--- config.mk ---
export PLATFORM = sky130hd
export DESIGN_NAME = delimited_frame_deframer
export DESIGN_NICKNAME = d
export VERILOG_FILES = /design/src/rtl/dfd_pkg.sv /design/src/rtl/dfd_front.sv /design/src/rtl/dfd_cmd_queue.sv /design/src/rtl/dfd_back.sv /design/src/rtl/delimited_frame_deframer.sv
export SDC_FILE = /design/constraint.sdc
export NUM_CORES = 1
export LEC_CHECK = 0
export BUFFER_PORTS_ARGS = -buffer_cell sky130_fd_sc_hd__clkbuf_2
export CORE_ASPECT_RATIO = 1.75
export CORE_MARGIN = 1.5
export CORE_UTILIZATION = 50
export CTS_BUF_LIST = sky130_fd_sc_hd__clkbuf_16
export CTS_CLUSTER_DIAMETER = 50
export DETAILED_ROUTE_END_ITERATION = 8
export PLACE_DENSITY = 0.66
export SLEW_MARGIN = 20
export SYNTH_ARGS = -nofsm -noshare
export SYNTH_HDL_FRONTEND = slang
export SYNTH_SLANG_ARGS = --single-unit
export TNS_END_PERCENT = 1
--- constraint.sdc ---
create_clock -name clock -period 3.9 [get_ports clock]
set_input_delay 0.195 -clock clock [delete_from_list [all_inputs] [get_ports clock]]
set_output_delay 0.195 -clock clock [all_outputs]
set_load 0.01 [all_outputs]
--- src/rtl/dfd_pkg.sv ---
// Shared types and constants of the delimited frame deframer.
package dfd_pkg;

   localparam int DEFAULT_FRAME_BYTES = 32;
   localparam int QUEUE_DEPTH = 4;

   localparam int CSR_IDX_W = 2;
   localparam int CSR_DATA_W = 8;
   localparam int COUNT_W = 3;

   localparam logic [CSR_IDX_W-1:0] CSR_START_BYTE = 2'd0;
   localparam logic [CSR_IDX_W-1:0] CSR_END_BYTE = 2'd1;
   localparam logic [CSR_IDX_W-1:0] CSR_START_COUNT = 2'd2;
   localparam logic [CSR_IDX_W-1:0] CSR_END_COUNT = 2'd3;

   localparam logic [7:0] START_BYTE_RESET = 8'hAA;
   localparam logic [7:0] END_BYTE_RESET = 8'h55;
   localparam logic [COUNT_W-1:0] START_COUNT_RESET = 3'd1;
   localparam logic [COUNT_W-1:0] END_COUNT_RESET = 3'd1;

   localparam logic [1:0] KIND_FRAME = 2'd0;
   localparam logic [1:0] KIND_MISMATCH = 2'd1;
   localparam logic [1:0] KIND_NO_BUFFER = 2'd2;

   typedef enum logic [1:0] {
      OP_STORE = 2'd0,
      OP_FRAME = 2'd1,
      OP_DROP = 2'd2
   } op_type;

   typedef struct packed {
      op_type op;
      logic [7:0] data;
      logic [1:0] kind;
   } cmd_type;

endpackage

--- src/rtl/dfd_front.sv ---
// Front end: configuration registers and the delimiter parser that issues commands.
module dfd_front #(
   parameter int FRAME_BYTES = dfd_pkg::DEFAULT_FRAME_BYTES
) (
   input  logic                          clock,
   input  logic                          reset,
   input  logic                          req_push,
   output logic                          req_full,
   input  logic [7:0]                    req_rx_byte,
   input  logic                          req_chunk_end,
   input  logic                          req_buffer_free,
   input  logic                          csr_we,
   input  logic [dfd_pkg::CSR_IDX_W-1:0] csr_index,
   input  logic [dfd_pkg::CSR_DATA_W-1:0] csr_wdata,
   input  logic                          q_full,
   output logic                          q_push,
   output dfd_pkg::cmd_type              q_cmd
);
   import dfd_pkg::*;

   localparam int CntW = $clog2(FRAME_BYTES + 1);

   typedef enum logic [4:0] {
      PH_HUNT = 5'b00001,
      PH_START = 5'b00010,
      PH_DATA = 5'b00100,
      PH_END = 5'b01000,
      PH_DROP = 5'b10000
   } phase_type;

   function automatic logic [COUNT_W-1:0] clamp_count(input logic [COUNT_W-1:0] c);
      logic [COUNT_W-1:0] r;
      if (c == 3'd0) begin
         r = 3'd1;
      end else if (c > 3'd4) begin
         r = 3'd4;
      end else begin
         r = c;
      end
      return r;
   endfunction

   logic [7:0] start_byte_ff, start_byte_in;
   logic [7:0] end_byte_ff, end_byte_in;
   logic [COUNT_W-1:0] start_count_ff, start_count_in;
   logic [COUNT_W-1:0] end_count_ff, end_count_in;
   phase_type phase_ff, phase_in;
   logic [CntW-1:0] rem_ff, rem_in;

   logic accept;
   logic [COUNT_W-1:0] sc;
   logic [COUNT_W-1:0] ec;
   logic [CntW-1:0] data_len;
   logic [CntW-1:0] rem_dec;

   assign req_full = q_full;
   assign accept = req_push && !q_full;
   assign sc = clamp_count(start_count_ff);
   assign ec = clamp_count(end_count_ff);
   assign data_len = CntW'(FRAME_BYTES) - CntW'(sc) - CntW'(ec);
   assign rem_dec = rem_ff - CntW'(1);

   always_comb begin
      start_byte_in = start_byte_ff;
      end_byte_in = end_byte_ff;
      start_count_in = start_count_ff;
      end_count_in = end_count_ff;
      if (csr_we) begin
         case (csr_index)
            CSR_START_BYTE: start_byte_in = csr_wdata;
            CSR_END_BYTE: end_byte_in = csr_wdata;
            CSR_START_COUNT: start_count_in = csr_wdata[COUNT_W-1:0];
            CSR_END_COUNT: end_count_in = csr_wdata[COUNT_W-1:0];
            default: start_byte_in = start_byte_ff;
         endcase
      end
   end

   always_comb begin
      phase_in = phase_ff;
      rem_in = rem_ff;
      q_push = 1'b0;
      q_cmd.op = OP_STORE;
      q_cmd.data = req_rx_byte;
      q_cmd.kind = KIND_FRAME;
      if (accept) begin
         case (phase_ff)
            PH_HUNT: begin
               if (req_rx_byte == start_byte_ff) begin
                  q_push = 1'b1;
                  if (!req_buffer_free) begin
                     q_cmd.op = OP_DROP;
                     q_cmd.kind = KIND_NO_BUFFER;
                     phase_in = req_chunk_end ? PH_HUNT : PH_DROP;
                     rem_in = '0;
                  end else begin
                     phase_in = PH_START;
                     rem_in = CntW'(sc - 3'd1);
                  end
               end
            end
            PH_START: begin
               q_push = 1'b1;
               if (req_rx_byte != start_byte_ff) begin
                  q_cmd.op = OP_DROP;
                  q_cmd.kind = KIND_MISMATCH;
                  phase_in = req_chunk_end ? PH_HUNT : PH_DROP;
                  rem_in = '0;
               end else begin
                  rem_in = rem_dec;
               end
            end
            PH_DATA: begin
               q_push = 1'b1;
               rem_in = rem_dec;
            end
            PH_END: begin
               q_push = 1'b1;
               if (req_rx_byte != end_byte_ff) begin
                  q_cmd.op = OP_DROP;
                  q_cmd.kind = KIND_MISMATCH;
                  phase_in = req_chunk_end ? PH_HUNT : PH_DROP;
                  rem_in = '0;
               end else if (rem_dec == '0) begin
                  q_cmd.op = OP_FRAME;
                  phase_in = PH_HUNT;
                  rem_in = '0;
               end else begin
                  rem_in = rem_dec;
               end
            end
            PH_DROP: begin
               if (req_chunk_end) begin
                  phase_in = PH_HUNT;
               end
            end
            default: begin
               phase_in = PH_HUNT;
               rem_in = '0;
            end
         endcase
      end
      // A phase with nothing left to receive passes straight on to the next one.
      if (phase_in == PH_START && rem_in == '0) begin
         phase_in = PH_DATA;
         rem_in = data_len;
      end
      if (phase_in == PH_DATA && rem_in == '0) begin
         phase_in = PH_END;
         rem_in = CntW'(ec);
      end
   end

   always_ff @(posedge clock) begin
      if (reset) begin
         start_byte_ff <= START_BYTE_RESET;
         end_byte_ff <= END_BYTE_RESET;
         start_count_ff <= START_COUNT_RESET;
         end_count_ff <= END_COUNT_RESET;
         phase_ff <= PH_HUNT;
         rem_ff <= '0;
      end else begin
         start_byte_ff <= start_byte_in;
         end_byte_ff <= end_byte_in;
         start_count_ff <= start_count_in;
         end_count_ff <= end_count_in;
         phase_ff <= phase_in;
         rem_ff <= rem_in;
      end
   end

endmodule

--- src/rtl/dfd_cmd_queue.sv ---
// Short command queue between the parser and the frame buffer back end.
module dfd_cmd_queue (
   input  logic             clock,
   input  logic             reset,
   input  logic             push,
   input  dfd_pkg::cmd_type wdata,
   output logic             full,
   input  logic             pop,
   output logic             empty,
   output dfd_pkg::cmd_type rdata
);
   import dfd_pkg::*;

   localparam int PtrW = $clog2(QUEUE_DEPTH);
   localparam int CountW = $clog2(QUEUE_DEPTH + 1);

   cmd_type entry_ff [QUEUE_DEPTH];
   logic [PtrW-1:0] wr_ptr_ff, wr_ptr_in;
   logic [PtrW-1:0] rd_ptr_ff, rd_ptr_in;
   logic [CountW-1:0] count_ff, count_in;
   logic do_push;
   logic do_pop;

   assign full = count_ff == CountW'(QUEUE_DEPTH);
   assign empty = count_ff == '0;
   assign rdata = entry_ff[rd_ptr_ff];
   assign do_push = push && !full;
   assign do_pop = pop && !empty;

   always_comb begin
      wr_ptr_in = wr_ptr_ff;
      rd_ptr_in = rd_ptr_ff;
      count_in = count_ff;
      if (do_push) begin
         wr_ptr_in = (wr_ptr_ff == PtrW'(QUEUE_DEPTH - 1)) ? '0 : wr_ptr_ff + PtrW'(1);
      end
      if (do_pop) begin
         rd_ptr_in = (rd_ptr_ff == PtrW'(QUEUE_DEPTH - 1)) ? '0 : rd_ptr_ff + PtrW'(1);
      end
      if (do_push && !do_pop) begin
         count_in = count_ff + CountW'(1);
      end else if (do_pop && !do_push) begin
         count_in = count_ff - CountW'(1);
      end
   end

   always_ff @(posedge clock) begin
      if (reset) begin
         wr_ptr_ff <= '0;
         rd_ptr_ff <= '0;
         count_ff <= '0;
      end else begin
         wr_ptr_ff <= wr_ptr_in;
         rd_ptr_ff <= rd_ptr_in;
         count_ff <= count_in;
      end
   end

   always_ff @(posedge clock) begin
      if (do_push) begin
         entry_ff[wr_ptr_ff] <= wdata;
      end
   end

endmodule

--- src/rtl/dfd_back.sv ---
// Back end: frame buffer memory, frame drain and the result register.
module dfd_back #(
   parameter int FRAME_BYTES = dfd_pkg::DEFAULT_FRAME_BYTES
) (
   input  logic             clock,
   input  logic             reset,
   input  logic             cmd_valid,
   input  dfd_pkg::cmd_type cmd,
   output logic             cmd_pop,
   output logic             rsp_empty,
   input  logic             rsp_pop,
   output logic [1:0]       rsp_kind,
   output logic [7:0]       rsp_frame_byte,
   output logic             rsp_last
);
   import dfd_pkg::*;

   localparam int IdxW = $clog2(FRAME_BYTES);

   logic [7:0] mem [FRAME_BYTES];

   logic drain_ff, drain_in;
   logic [IdxW-1:0] rd_idx_ff, rd_idx_in;
   logic [IdxW-1:0] wr_idx_ff, wr_idx_in;
   logic rd_pend_ff;
   logic rd_last_ff;
   logic [7:0] rd_data_ff;
   logic out_valid_ff, out_valid_in;
   logic [1:0] out_kind_ff;
   logic [7:0] out_byte_ff;
   logic out_last_ff;

   logic out_free;
   logic mem_we;
   logic rd_issue;
   logic rd_last;
   logic drop_load;

   assign out_free = !out_valid_ff || rsp_pop;
   assign cmd_pop = cmd_valid && !drain_ff &&
                    (cmd.op != OP_DROP || (!rd_pend_ff && out_free));
   assign mem_we = cmd_pop && cmd.op != OP_DROP;
   assign drop_load = cmd_pop && cmd.op == OP_DROP;
   assign rd_issue = drain_ff && !rd_pend_ff && out_free;
   assign rd_last = rd_idx_ff == IdxW'(FRAME_BYTES - 1);

   assign rsp_empty = !out_valid_ff;
   assign rsp_kind = out_kind_ff;
   assign rsp_frame_byte = out_byte_ff;
   assign rsp_last = out_last_ff;

   always_comb begin
      drain_in = drain_ff;
      rd_idx_in = rd_idx_ff;
      wr_idx_in = wr_idx_ff;
      out_valid_in = out_valid_ff;
      if (cmd_pop && cmd.op == OP_FRAME) begin
         drain_in = 1'b1;
      end else if (rd_issue && rd_last) begin
         drain_in = 1'b0;
      end
      if (rd_issue) begin
         rd_idx_in = rd_last ? '0 : rd_idx_ff + IdxW'(1);
      end
      if (cmd_pop) begin
         case (cmd.op)
            OP_STORE: wr_idx_in = wr_idx_ff + IdxW'(1);
            OP_FRAME: wr_idx_in = '0;
            OP_DROP: wr_idx_in = '0;
            default: wr_idx_in = wr_idx_ff;
         endcase
      end
      if (rd_pend_ff || drop_load) begin
         out_valid_in = 1'b1;
      end else if (rsp_pop) begin
         out_valid_in = 1'b0;
      end
   end

   always_ff @(posedge clock) begin
      if (reset) begin
         drain_ff <= 1'b0;
         rd_idx_ff <= '0;
         wr_idx_ff <= '0;
         rd_pend_ff <= 1'b0;
         out_valid_ff <= 1'b0;
      end else begin
         drain_ff <= drain_in;
         rd_idx_ff <= rd_idx_in;
         wr_idx_ff <= wr_idx_in;
         rd_pend_ff <= rd_issue;
         out_valid_ff <= out_valid_in;
      end
   end

   always_ff @(posedge clock) begin
      if (mem_we) begin
         mem[wr_idx_ff] <= cmd.data;
      end
      if (rd_issue) begin
         rd_data_ff <= mem[rd_idx_ff];
         rd_last_ff <= rd_last;
      end
   end

   always_ff @(posedge clock) begin
      if (rd_pend_ff) begin
         out_kind_ff <= KIND_FRAME;
         out_byte_ff <= rd_data_ff;
         out_last_ff <= rd_last_ff;
      end else if (drop_load) begin
         out_kind_ff <= cmd.kind;
         out_byte_ff <= '0;
         out_last_ff <= 1'b1;
      end
   end

endmodule

--- src/rtl/delimited_frame_deframer.sv ---
// Delimited frame deframer: the top level joining parser, command queue and back end.
// The parser takes one received byte per clock while its four-entry command queue has room and
// issues at most one command per byte. The back end writes each stored byte into the frame
// buffer. A completed frame is read out of the single-port frame buffer through a registered
// memory read, then the result register; a read starts only when no read is pending and the
// result register is free, and no command is taken while a frame drains. A drop produces one
// result once the result register is free. req_full rises when commands pile up in the queue,
// while a frame drains or while a drop waits for the receiver to take the result ahead of it.
module delimited_frame_deframer #(
   parameter int FRAME_BYTES = dfd_pkg::DEFAULT_FRAME_BYTES
) (
   input  logic                           clock,
   input  logic                           reset,
   input  logic                           req_push,
   output logic                           req_full,
   input  logic [7:0]                     req_rx_byte,
   input  logic                           req_chunk_end,
   input  logic                           req_buffer_free,
   output logic                           rsp_empty,
   input  logic                           rsp_pop,
   output logic [1:0]                     rsp_kind,
   output logic [7:0]                     rsp_frame_byte,
   output logic                           rsp_last,
   input  logic                           csr_we,
   input  logic [dfd_pkg::CSR_IDX_W-1:0]  csr_index,
   input  logic [dfd_pkg::CSR_DATA_W-1:0] csr_wdata
);
   import dfd_pkg::*;

   logic q_full;
   logic q_push;
   cmd_type q_wdata;
   logic q_pop;
   logic q_empty;
   cmd_type q_rdata;

   dfd_front #(
      .FRAME_BYTES(FRAME_BYTES)
   ) u_front (
      .clock(clock),
      .reset(reset),
      .req_push(req_push),
      .req_full(req_full),
      .req_rx_byte(req_rx_byte),
      .req_chunk_end(req_chunk_end),
      .req_buffer_free(req_buffer_free),
      .csr_we(csr_we),
      .csr_index(csr_index),
      .csr_wdata(csr_wdata),
      .q_full(q_full),
      .q_push(q_push),
      .q_cmd(q_wdata)
   );

   dfd_cmd_queue u_queue (
      .clock(clock),
      .reset(reset),
      .push(q_push),
      .wdata(q_wdata),
      .full(q_full),
      .pop(q_pop),
      .empty(q_empty),
      .rdata(q_rdata)
   );

   dfd_back #(
      .FRAME_BYTES(FRAME_BYTES)
   ) u_back (
      .clock(clock),
      .reset(reset),
      .cmd_valid(!q_empty),
      .cmd(q_rdata),
      .cmd_pop(q_pop),
      .rsp_empty(rsp_empty),
      .rsp_pop(rsp_pop),
      .rsp_kind(rsp_kind),
      .rsp_frame_byte(rsp_frame_byte),
      .rsp_last(rsp_last)
   );

endmodule

==> results.cfg, run 1 <==
[run_status]
status = finished clean

[routing]
routed_wl_um = 30300
drc = 0
dr.pass1.iters = 5
vias = 8087
viasPerCell = 5.59
final_antenna_net_count = 0
wire_per_inst_um = 21.0
drt_iter0_drc = 527

[setup_path]
endpoint_kind = register
path_common_cell = xor2_1
start_kind = primary input
cp_max_fo = 8
crit_required_ps = 4340
critical_path.max_stage_delay_ps = 550
path_cells = dlygate4sd3_1, clkbuf_2, xor2_1, nor4_4, nand2_1, o21ai_0, a32oi_1, nor3_2, ha_1, inv_1, fa_1, xor2_1, or3_1, a21oi_1
critical_path_arrival_ps = 3930
path_class = primary input to register
cpMaxStageDelayCell = dlygate4sd3_1

[yosys]
yosys_warnings = 0
netlist.area_leader.share = 0.611
syn_avg_cell_area_um2 = 16.9
synthCells = 937
dominantRegCellSynth = edfxtp_1
yosys.area_share.simple = 0.0764
synth_top_family_by_area = multiplexers
synth_area_leaders = edfxtp_1, mux4_2, dfxtp_1
synthMuxAreaShare = 0.147
synth_nets = 988
ys_seq_elements = 379
synth_xor_area_frac = 0.0122
synth_edf_count = 322
synth_compound_area_frac = 0.0400
synth_area_um2 = 15800
synth_top_area_cell = edfxtp_1
synthArstFlopShare = 0
synth.distinct_cells = 71
ys_seq_area_frac = 0.683
synth-adder-area-share = 0.0215

[sta]
relSlewSlack = 0.365
hold-worst-slack_ps = 55.8
period_share = 0.897
fin_crit_ps = 3500
fmax_mhz = 286
fin_skew_ps = 28.9
layout_setup_ws_ps = 401
hold_violations = 0
drv_slew = 0
setup_viol = 0
rsz0062_at_grt = false
setup_tns_ps = 0
tightestPinTransition_ps = 949

[flow_run]
cap_viol_max_count = 0

[place]
io_buffers = 37
place_ws_ps = 439
dp_hpwl_um = 21300
placed_area_um2 = 16700
dp.cells = 1372
gp_congestion = 0.845

[cts]
clk_pin_slew_worst_paths_ps = 60
cts-buffers-inserted = 34
htreeDepth = 2
cts_buffer_depth = 3
cts_resized = 0
root_buffer = clkbuf_16
cts_tree = built
postCtsSetupRepairBufs = 0
insertion_delay_ps = 530
clkSinkCount = 379

[global_route]
first_global_vias = 8601
grtUsageMet3 = 0.0263
use_met1 = 0.204
grt_usage = 0.197
grt_pass1_wl_um = 47400
grt_max_degree = 44
use_met2 = 0.384
antenna_found_initial = 0
grt_busiest_layer = met2
grt-ovfl-total = 0

[die]
io-pin-count = 38
die_h_um = 238
die_w_um = 137
start_util = 0.505
std_cell_rows = 86
core_area_um2 = 31300
die_area_um2 = 32800

[finish]
fill_cells = 2408
diodes = 0
final_util = 0.569
finalInstanceArea_um2 = 17800
area_growth_pct = 12.6
fin_nets = 1079
fin_cells = 1447
drive_above_1_share = 0.245

[pwr]
power.total_mw = 9.77
power.density_nw_per_um2 = 548
p_leak_nw = 5.95
ir_drop_mv = 0.377

[min_path]
hold_class = primary input to register
sequential cells by signal, summed over array words and instances (netlist names), 6 cells and up, named ones only:
signal / flops
u_back.mem: 256
u_queue.entry_ff: 48
u_back.rd_data_ff: 8
u_back.rsp_frame_byte: 8
u_front.end_byte_ff: 8
u_front.start_byte_ff: 8
u_front.rem_ff: 6
logic make-up (layout without fill, tap and decap cells):
family | after synthesis | after routing
AOI/OAI and AO/OA | 93 | 93
xor gates and xnor gates | 22 | 22
adders and majority gates | 26 | 26
buffers and inverters | 73 | 187
DFF | 379 | 379
muxes | 116 | 116
and+or+nand+nor | 228 | 228
final timing paths:
path | from | endpoint | slack [ps] | depth (start not counted)
worst max-delay path | req_rx_byte[5] | u_queue.count_ff[2] | 400 | 14
worst min register to register | u_front.end_byte_ff[1] | u_front.end_byte_ff[1] | 470 | 2
worst max register to register | u_front.start_byte_ff[4] | u_queue.count_ff[2] | 480 | 12
worst min-delay path | req_buffer_free | u_queue.entry_ff[0][1] | 60 | 2
Yosys cell counts (4+ instances only):
cell	instances
nand2b_1	9
nor3_1	11
nand2_1	46
nand3_1	11
a21oi_1	31
inv_1	32
a211o_1	4
mux2_2	9
a211oi_2	5
and3_1	5
nor2_1	76
dfxtp_1	57
ha_1	24
clkbuf_1	27
mux2i_1	15
nand3b_1	9
o21ai_0	17
xor2_1	21
nor2b_1	8
buf_1	6
mux4_2	92
and2_1	15
nor4_1	6
edfxtp_1	322
nor3b_1	5
where the power goes:
part           internal [mW]  switching [mW]  total [mW]
Clock                   1.69            1.39        3.08
Combinational          0.671           0.954        1.63
Sequential              4.92           0.147        5.06
Total                   7.27            2.49        9.77
per-layer routing:
layer,vias up,part of all wire
met5,-,0
met4,0,0.037
met3,60,0.027
met2,154,0.59
met1,4048,0.34
li1,3825,-
worst max-delay path, delay by kind of cell:
family | cells | cell delay (ps)
simple gates | 4 | 1470
buf+inv | 3 | 780
xor+xnor | 2 | 350
compound gates | 3 | 480
fa+ha+maj | 2 | 650
area by class of cell:
cell class,count,area (um2),area share
tap,396,495,0.0278
sequential,379,10800,0.607
clock inverter,24,125,0.00702
multi-input combinational,485,4700,0.264
timing repair buffer,96,693,0.0389
clock buffer,35,876,0.0491
inverter,32,120,0.00674
cells in the final DEF (no fill, tap or decap), types with 4 or more instances in the layout:
cell type | Yosys | layout
a211oi_2 | 5 | 5
nor3_1 | 11 | 11
and3_1 | 5 | 5
a21oi_1 | 31 | 31
nand3_1 | 11 | 11
buf_4 | 0 | 41
clkbuf_2 | 1 | 37
clkinv_1 | 0 | 11
mux4_2 | 92 | 92
nand2b_1 | 9 | 9
dfxtp_1 | 57 | 55
nand2_1 | 46 | 46
and2_1 | 15 | 15
nor2b_1 | 8 | 8
edfxtp_1 | 322 | 322
mux2i_1 | 15 | 15
clkbuf_16 | 0 | 35
dlygate4sd3_1 | 0 | 16
mux2_2 | 9 | 9
xor2_1 | 21 | 21
a211o_1 | 4 | 4
ha_1 | 24 | 24
nor3b_1 | 5 | 4
o21ai_0 | 17 | 17
nor2_1 | 76 | 76
inv_1 | 32 | 40
nand3b_1 | 9 | 9
nor4_1 | 6 | 6
timing repair:
action                                  in CTS  in global routing
hold buffers                                16                  0
endpoints found under the setup margin       0                  0
hold endpoints to repair                    52                  0
Power figures use the tool's default switching activity.
==> inputs of run 2 (changes only) <==
--- a/config.mk
+++ b/config.mk
@@ -8,5 +8,4 @@
 export BUFFER_PORTS_ARGS = -buffer_cell sky130_fd_sc_hd__clkbuf_2
 export CORE_ASPECT_RATIO = 1.75
-export CORE_MARGIN = 1.5
 export CORE_UTILIZATION = 50
 export CTS_BUF_LIST = sky130_fd_sc_hd__clkbuf_16
==> constraint.sdc (replaced) <==
create_clock -name clock -period 3.9 [get_ports clock]
set_input_delay 0.39 -clock clock [delete_from_list [all_inputs] [get_ports clock]]
set_output_delay 0.39 -clock clock [all_outputs]
set_load 0.01 [all_outputs]
==> results.cfg, run 2 (synthesis gave the netlist of run 1 again) <==
[sta]
fin_skew_ps = 17.4
tightestPinTransition_ps = 871
layout_setup_ws_ps = 656
fin_crit_ps = 3240
fmax_mhz = 308
setup_tns_ps = 0
drv_slew = 0
hold-worst-slack_ps = 81.7
relSlewSlack = 0.417
rsz0062_at_grt = false
hold_violations = 0
setup_viol = 0
period_share = 0.832

[die]
std_cell_rows = 85
die_area_um2 = 32400
core_area_um2 = 30900
io-pin-count = 38
die_h_um = 237
die_w_um = 136
start_util = 0.511

[setup_path]
cp_max_fo = 6
path_class = register to register
crit_required_ps = 4290
cpMaxStageDelayCell = dfxtp_1
path_common_cell = inv_1
critical_path_arrival_ps = 3630
start_kind = register
critical_path.max_stage_delay_ps = 390
endpoint_kind = register
path_cells = inv_1, nand2_1, inv_1, ha_1, inv_1, ha_1, inv_1, fa_1, inv_1, ha_1, nor4_1, nand2_1, nor2_1, nand2_1, a211oi_1, o21a_2, and3_4, a211oi_2
r2r_slack_ps = 660

[cts]
htreeDepth = 2
cts-buffers-inserted = 34
cts_tree = built
clkSinkCount = 379
root_buffer = clkbuf_16
postCtsSetupRepairBufs = 0
ctsHoldBuffers = 0
cts_buffer_depth = 3
clk_pin_slew_worst_paths_ps = 70
cts_resized = 0
insertion_delay_ps = 520

[flow_run]
cap_viol_max_count = 0

[routing]
drc = 0
drt_iter0_drc = 441
dr.pass1.iters = 4
routed_wl_um = 30000
vias = 8120
wire_per_inst_um = 21.1
viasPerCell = 5.69
final_antenna_net_count = 0

[global_route]
grt_max_degree = 53
first_global_vias = 8488
grt_usage = 0.197
antenna_found_initial = 0
grt-ovfl-total = 0
grt_pass1_wl_um = 46700

[run_status]
status = finished clean

[place]
place_ws_ps = 506
io_buffers = 37
gp_congestion = 0.830
dp_hpwl_um = 21000

[pwr]
p_leak_nw = 5.92
power.density_nw_per_um2 = 563
ir_drop_mv = 0.433

[finish]
drive_above_1_share = 0.258
top_regs = u_back.mem (256), u_queue.entry_ff (48)
largest_register_ffs = 256
fill_cells = 2347
final_cell_mix = edfxtp_1, mux4_2, nor2_1, dfxtp_1, nand2_1
fin_nets = 1064
layout_commonest_cell = edfxtp_1
area_growth_pct = 12.3
diodes = 0
regMostFlops = u_back.mem

[min_path]
hold_class = primary input to register
## run 2: changes by cell type in the layout (fill, tap and decap cells not counted), moves of 3 or more
cell           change
clkinv_1           -5
bufinv_16          +3
dlygate4sd3_1     -16
inv_1              -4
clkinv_2           +3
## run 2: worst max-delay path, delay by kind of cell, from the launching register on
kind | cells | cell delay (ps)
AOI/OAI and AO/OA | 3 | 530
adders and majority gates | 4 | 1030
DFF | 1 | 390
and+or+nand+nor | 6 | 860
buffers and inverters | 5 | 310
## run 2: final timing paths
path / depth (start not counted) / startpoint / endpoint
setup / recovery: 18 / u_front.start_count_ff[2] / u_front.phase_ff[4]
hold / removal: 2 / csr_wdata[7] / u_front.start_byte_ff[7]
setup reg to reg: 18 / u_front.start_count_ff[2] / u_front.phase_ff[4]
hold reg to reg: 2 / u_front.end_byte_ff[1] / u_front.end_byte_ff[1]
## run 2: layer usage
metal | up-vias | GRT usage | wire, um
li1 | 3803 | - | -
met1 | 4085 | 0.207 | 10500
met2 | 163 | 0.373 | 17300
met3 | 69 | 0.0267 | 873
met4 | 0 | 0.0966 | 1320
met5 | - | 0 | 0
## run 2: stage by stage
| step | area [um2] | std cells | total power [mW] | util |
|---|---|---|---|---|
| detailed placement | 16700 | 1368 | 6.80 | 0.539 |
| CTS | 17800 | 1427 | 10.1 | 0.574 |
| global route | 17800 | 1427 | 10.4 | 0.574 |
| global placement | 16700 | 1368 | 6.74 | 0.539 |
| finish | 17800 | 1427 | 10.0 | 0.574 |
| floorplan | 15800 | 937 | 6.20 | - |
## run 2: cell type report
cell class	instances	area, um2	share of cell area
clock inverter	24	221	0.0125
tap	391	489	0.0275
multi-input combinational	485	4700	0.265
sequential	379	10800	0.609
inverter	32	120	0.00676
timing repair buffer	81	541	0.0304
clock buffer	35	876	0.0493
## run 2: power by group
| group | switching (mW) | internal [mW] | total, mW | leakage (nW) |
|---|---|---|---|---|
| Combinational | 0.979 | 0.666 | 1.65 | 1.98 |
| Sequential | 0.118 | 4.91 | 5.03 | 3.38 |
| Clock | 1.42 | 1.90 | 3.32 | 0.555 |
==> inputs of run 3 (changes only) <==
- PLACE_DENSITY: 0.66 -> 0.69
- clock period: 3.9 -> 2.7 ns (I/O delays scaled with it)
==> results.cfg, run 3 (synthesis gave the netlist of run 1 again) <==
[global_route]
grt-ovfl-total = 0
use_met2 = 0.381
grt_pass1_wl_um = 47800
grt_usage = 0.199
antenna_found_initial = 0
use_met1 = 0.211
grt_max_degree = 37
first_global_vias = 8822
grt_busiest_layer = met2
grtUsageMet3 = 0.0256

[setup_path]
critical_path_arrival_ps = 3160
path_delay_family = adder cells
cpMaxStageDelayCell = dfxtp_2
worst-path-buf-inv = 5
start_kind = register
endpoint_kind = register
path_cells = inv_2, nand2_2, inv_2, ha_4, inv_4, ha_4, inv_2, fa_2, inv_2, ha_4, nor4_4, nand2_1, nor2_1, nand2_1, a211oi_2, o21a_2, and3_4, nor4b_2
cp_max_fo = 6
critical_path.max_stage_delay_ps = 350
crit_required_ps = 3060
path_class = register to register
path_common_cell = inv_2

[finish]
final_util = 0.599
largest_register_ffs = 256
diodes = 0
fin_nets = 1141
final_cell_mix = edfxtp_1, buf_4, mux4_2, nor2_1, dfxtp_1
regMostFlops = u_back.mem
top_regs = u_back.mem (256), u_queue.entry_ff (48)
layout_commonest_cell = edfxtp_1
fin_cells = 1506
area_growth_pct = 17.2
drive_above_1_share = 0.331

[routing]
dr.pass1.iters = 5
viasPerCell = 5.57
wire_per_inst_um = 20.2
drt_iter0_drc = 502
drc = 0
vias = 8387
routed_wl_um = 30400
final_antenna_net_count = 0

[run_status]
violations = setup timing
status = complete, but fails checks

[pwr]
seqPwrFrac = 0.497
p_int_mw = 10.9
p_leak_nw = 6.33
ir_drop_mv = 0.612
combPwrFrac = 0.177
clock_power_share = 0.326
p_sw_mw = 3.65
power.total_mw = 14.6
power.density_nw_per_um2 = 786
p_sw_frac = 0.250

[sta]
fmax_mhz = 358
setup_viol = 8
drv_slew = 0
period_share = 1.03
fin_crit_ps = 2790
fin_skew_ps = 10.7
layout_setup_ws_ps = -94.3
hold_violations = 0
relSlewSlack = 0.479
rsz0062_at_grt = true
tightestPinTransition_ps = 782

[die]
io-pin-count = 38
start_util = 0.511
die_h_um = 237
die_w_um = 136
core_area_um2 = 30900
std_cell_rows = 85
die_area_um2 = 32400

[cts]
insertion_delay_ps = 510
cts-buffers-inserted = 34
htreeDepth = 2
cts_buffer_depth = 3
root_buffer = clkbuf_16
cts_tree = built
clk_pin_slew_worst_paths_ps = 70
clkSinkCount = 379

[place]
dp.cells = 1437
io_buffers = 37
dp_hpwl_um = 21900
gp_congestion = 0.872

[flow_run]
cap_viol_max_count = 0

[min_path]
hold_class = primary input to register
## run 3: repair_timing
item,in CTS,in global routing
resized for setup,23,10
pin swaps,10,6
setup endpoints to repair,267,272
buffers inserted,3,0
hold buffers,5,0
endpoints found under the hold margin,9,0
## run 3: worst paths after layout
path              cells past startpoint                     end                      start  slack, ps
hold / removal                        1  u_queue.entry_ff[1][5]             req_rx_byte[3]         40
setup reg to reg                     18     u_front.phase_ff[1]  u_front.start_count_ff[2]        -90
hold reg to reg                       2  u_front.end_byte_ff[7]     u_front.end_byte_ff[7]        470
setup / recovery                     18     u_front.phase_ff[1]  u_front.start_count_ff[2]        -90
## run 3: worst reg2reg max path, stage by stage (launching register included)
cell      delay [ps]
dfxtp_2          350
inv_2             40
nand2_2           60
inv_2             50
ha_4             230
inv_4             50
ha_4             120
inv_2             30
fa_2             320
inv_2             70
ha_4             200
nor4_4           210
nand2_1           80
nor2_1            80
nand2_1           70
a211oi_2         190
o21a_2           180
and3_4           240
nor4b_2           60
## run 3: power groups by stage
stage / clock network (mW) / logic [mW] / registers, mW
2_1_floorplan: 0 / 1.65 / 7.33
3_3_place_gp: 0 / 2.49 / 7.36
3_5_place_dp: 0 / 2.57 / 7.38
4_1_cts: 4.85 / 2.60 / 7.25
5_1_grt: 5.06 / 2.82 / 7.28
6_report: 4.75 / 2.58 / 7.25
## run 3: stage by stage
| step | setup TNS, ps | area (um2) | worst slack [ps] | hold slack [ps] |
|---|---|---|---|---|
| after detailed placement | -16990 | 17300 | -273 | 462 |
| after floorplan | -1930 | 15900 | -139 | 369 |
| after CTS | -9980 | 18500 | -90.8 | 28.9 |
| after global placement | -10360 | 17300 | -272 | 457 |
| after global routing | -16780 | 18500 | -302 | 42.4 |
| final | -555 | 18500 | -94.3 | 43.2 |
## run 3: cell type report
| cell class | count | area (um2) |
|---|---|---|
| multi-input cells | 485 | 4810 |
| repair buffers | 158 | 1200 |
| flip-flops and latches | 379 | 10800 |
| fillers | 2238 | 12400 |
| clock buffers | 36 | 901 |
| clock inverters | 25 | 204 |
| inverters | 32 | 123 |
| well taps | 391 | 489 |
## run 3: per-layer routing
metal | wire, um | vias up | share of wire
met5 | 0 | - | 0
met4 | 1300 | 0 | 0.043
met3 | 946 | 62 | 0.031
met2 | 17600 | 182 | 0.58
met1 | 10600 | 4200 | 0.35
li1 | - | 3943 | -
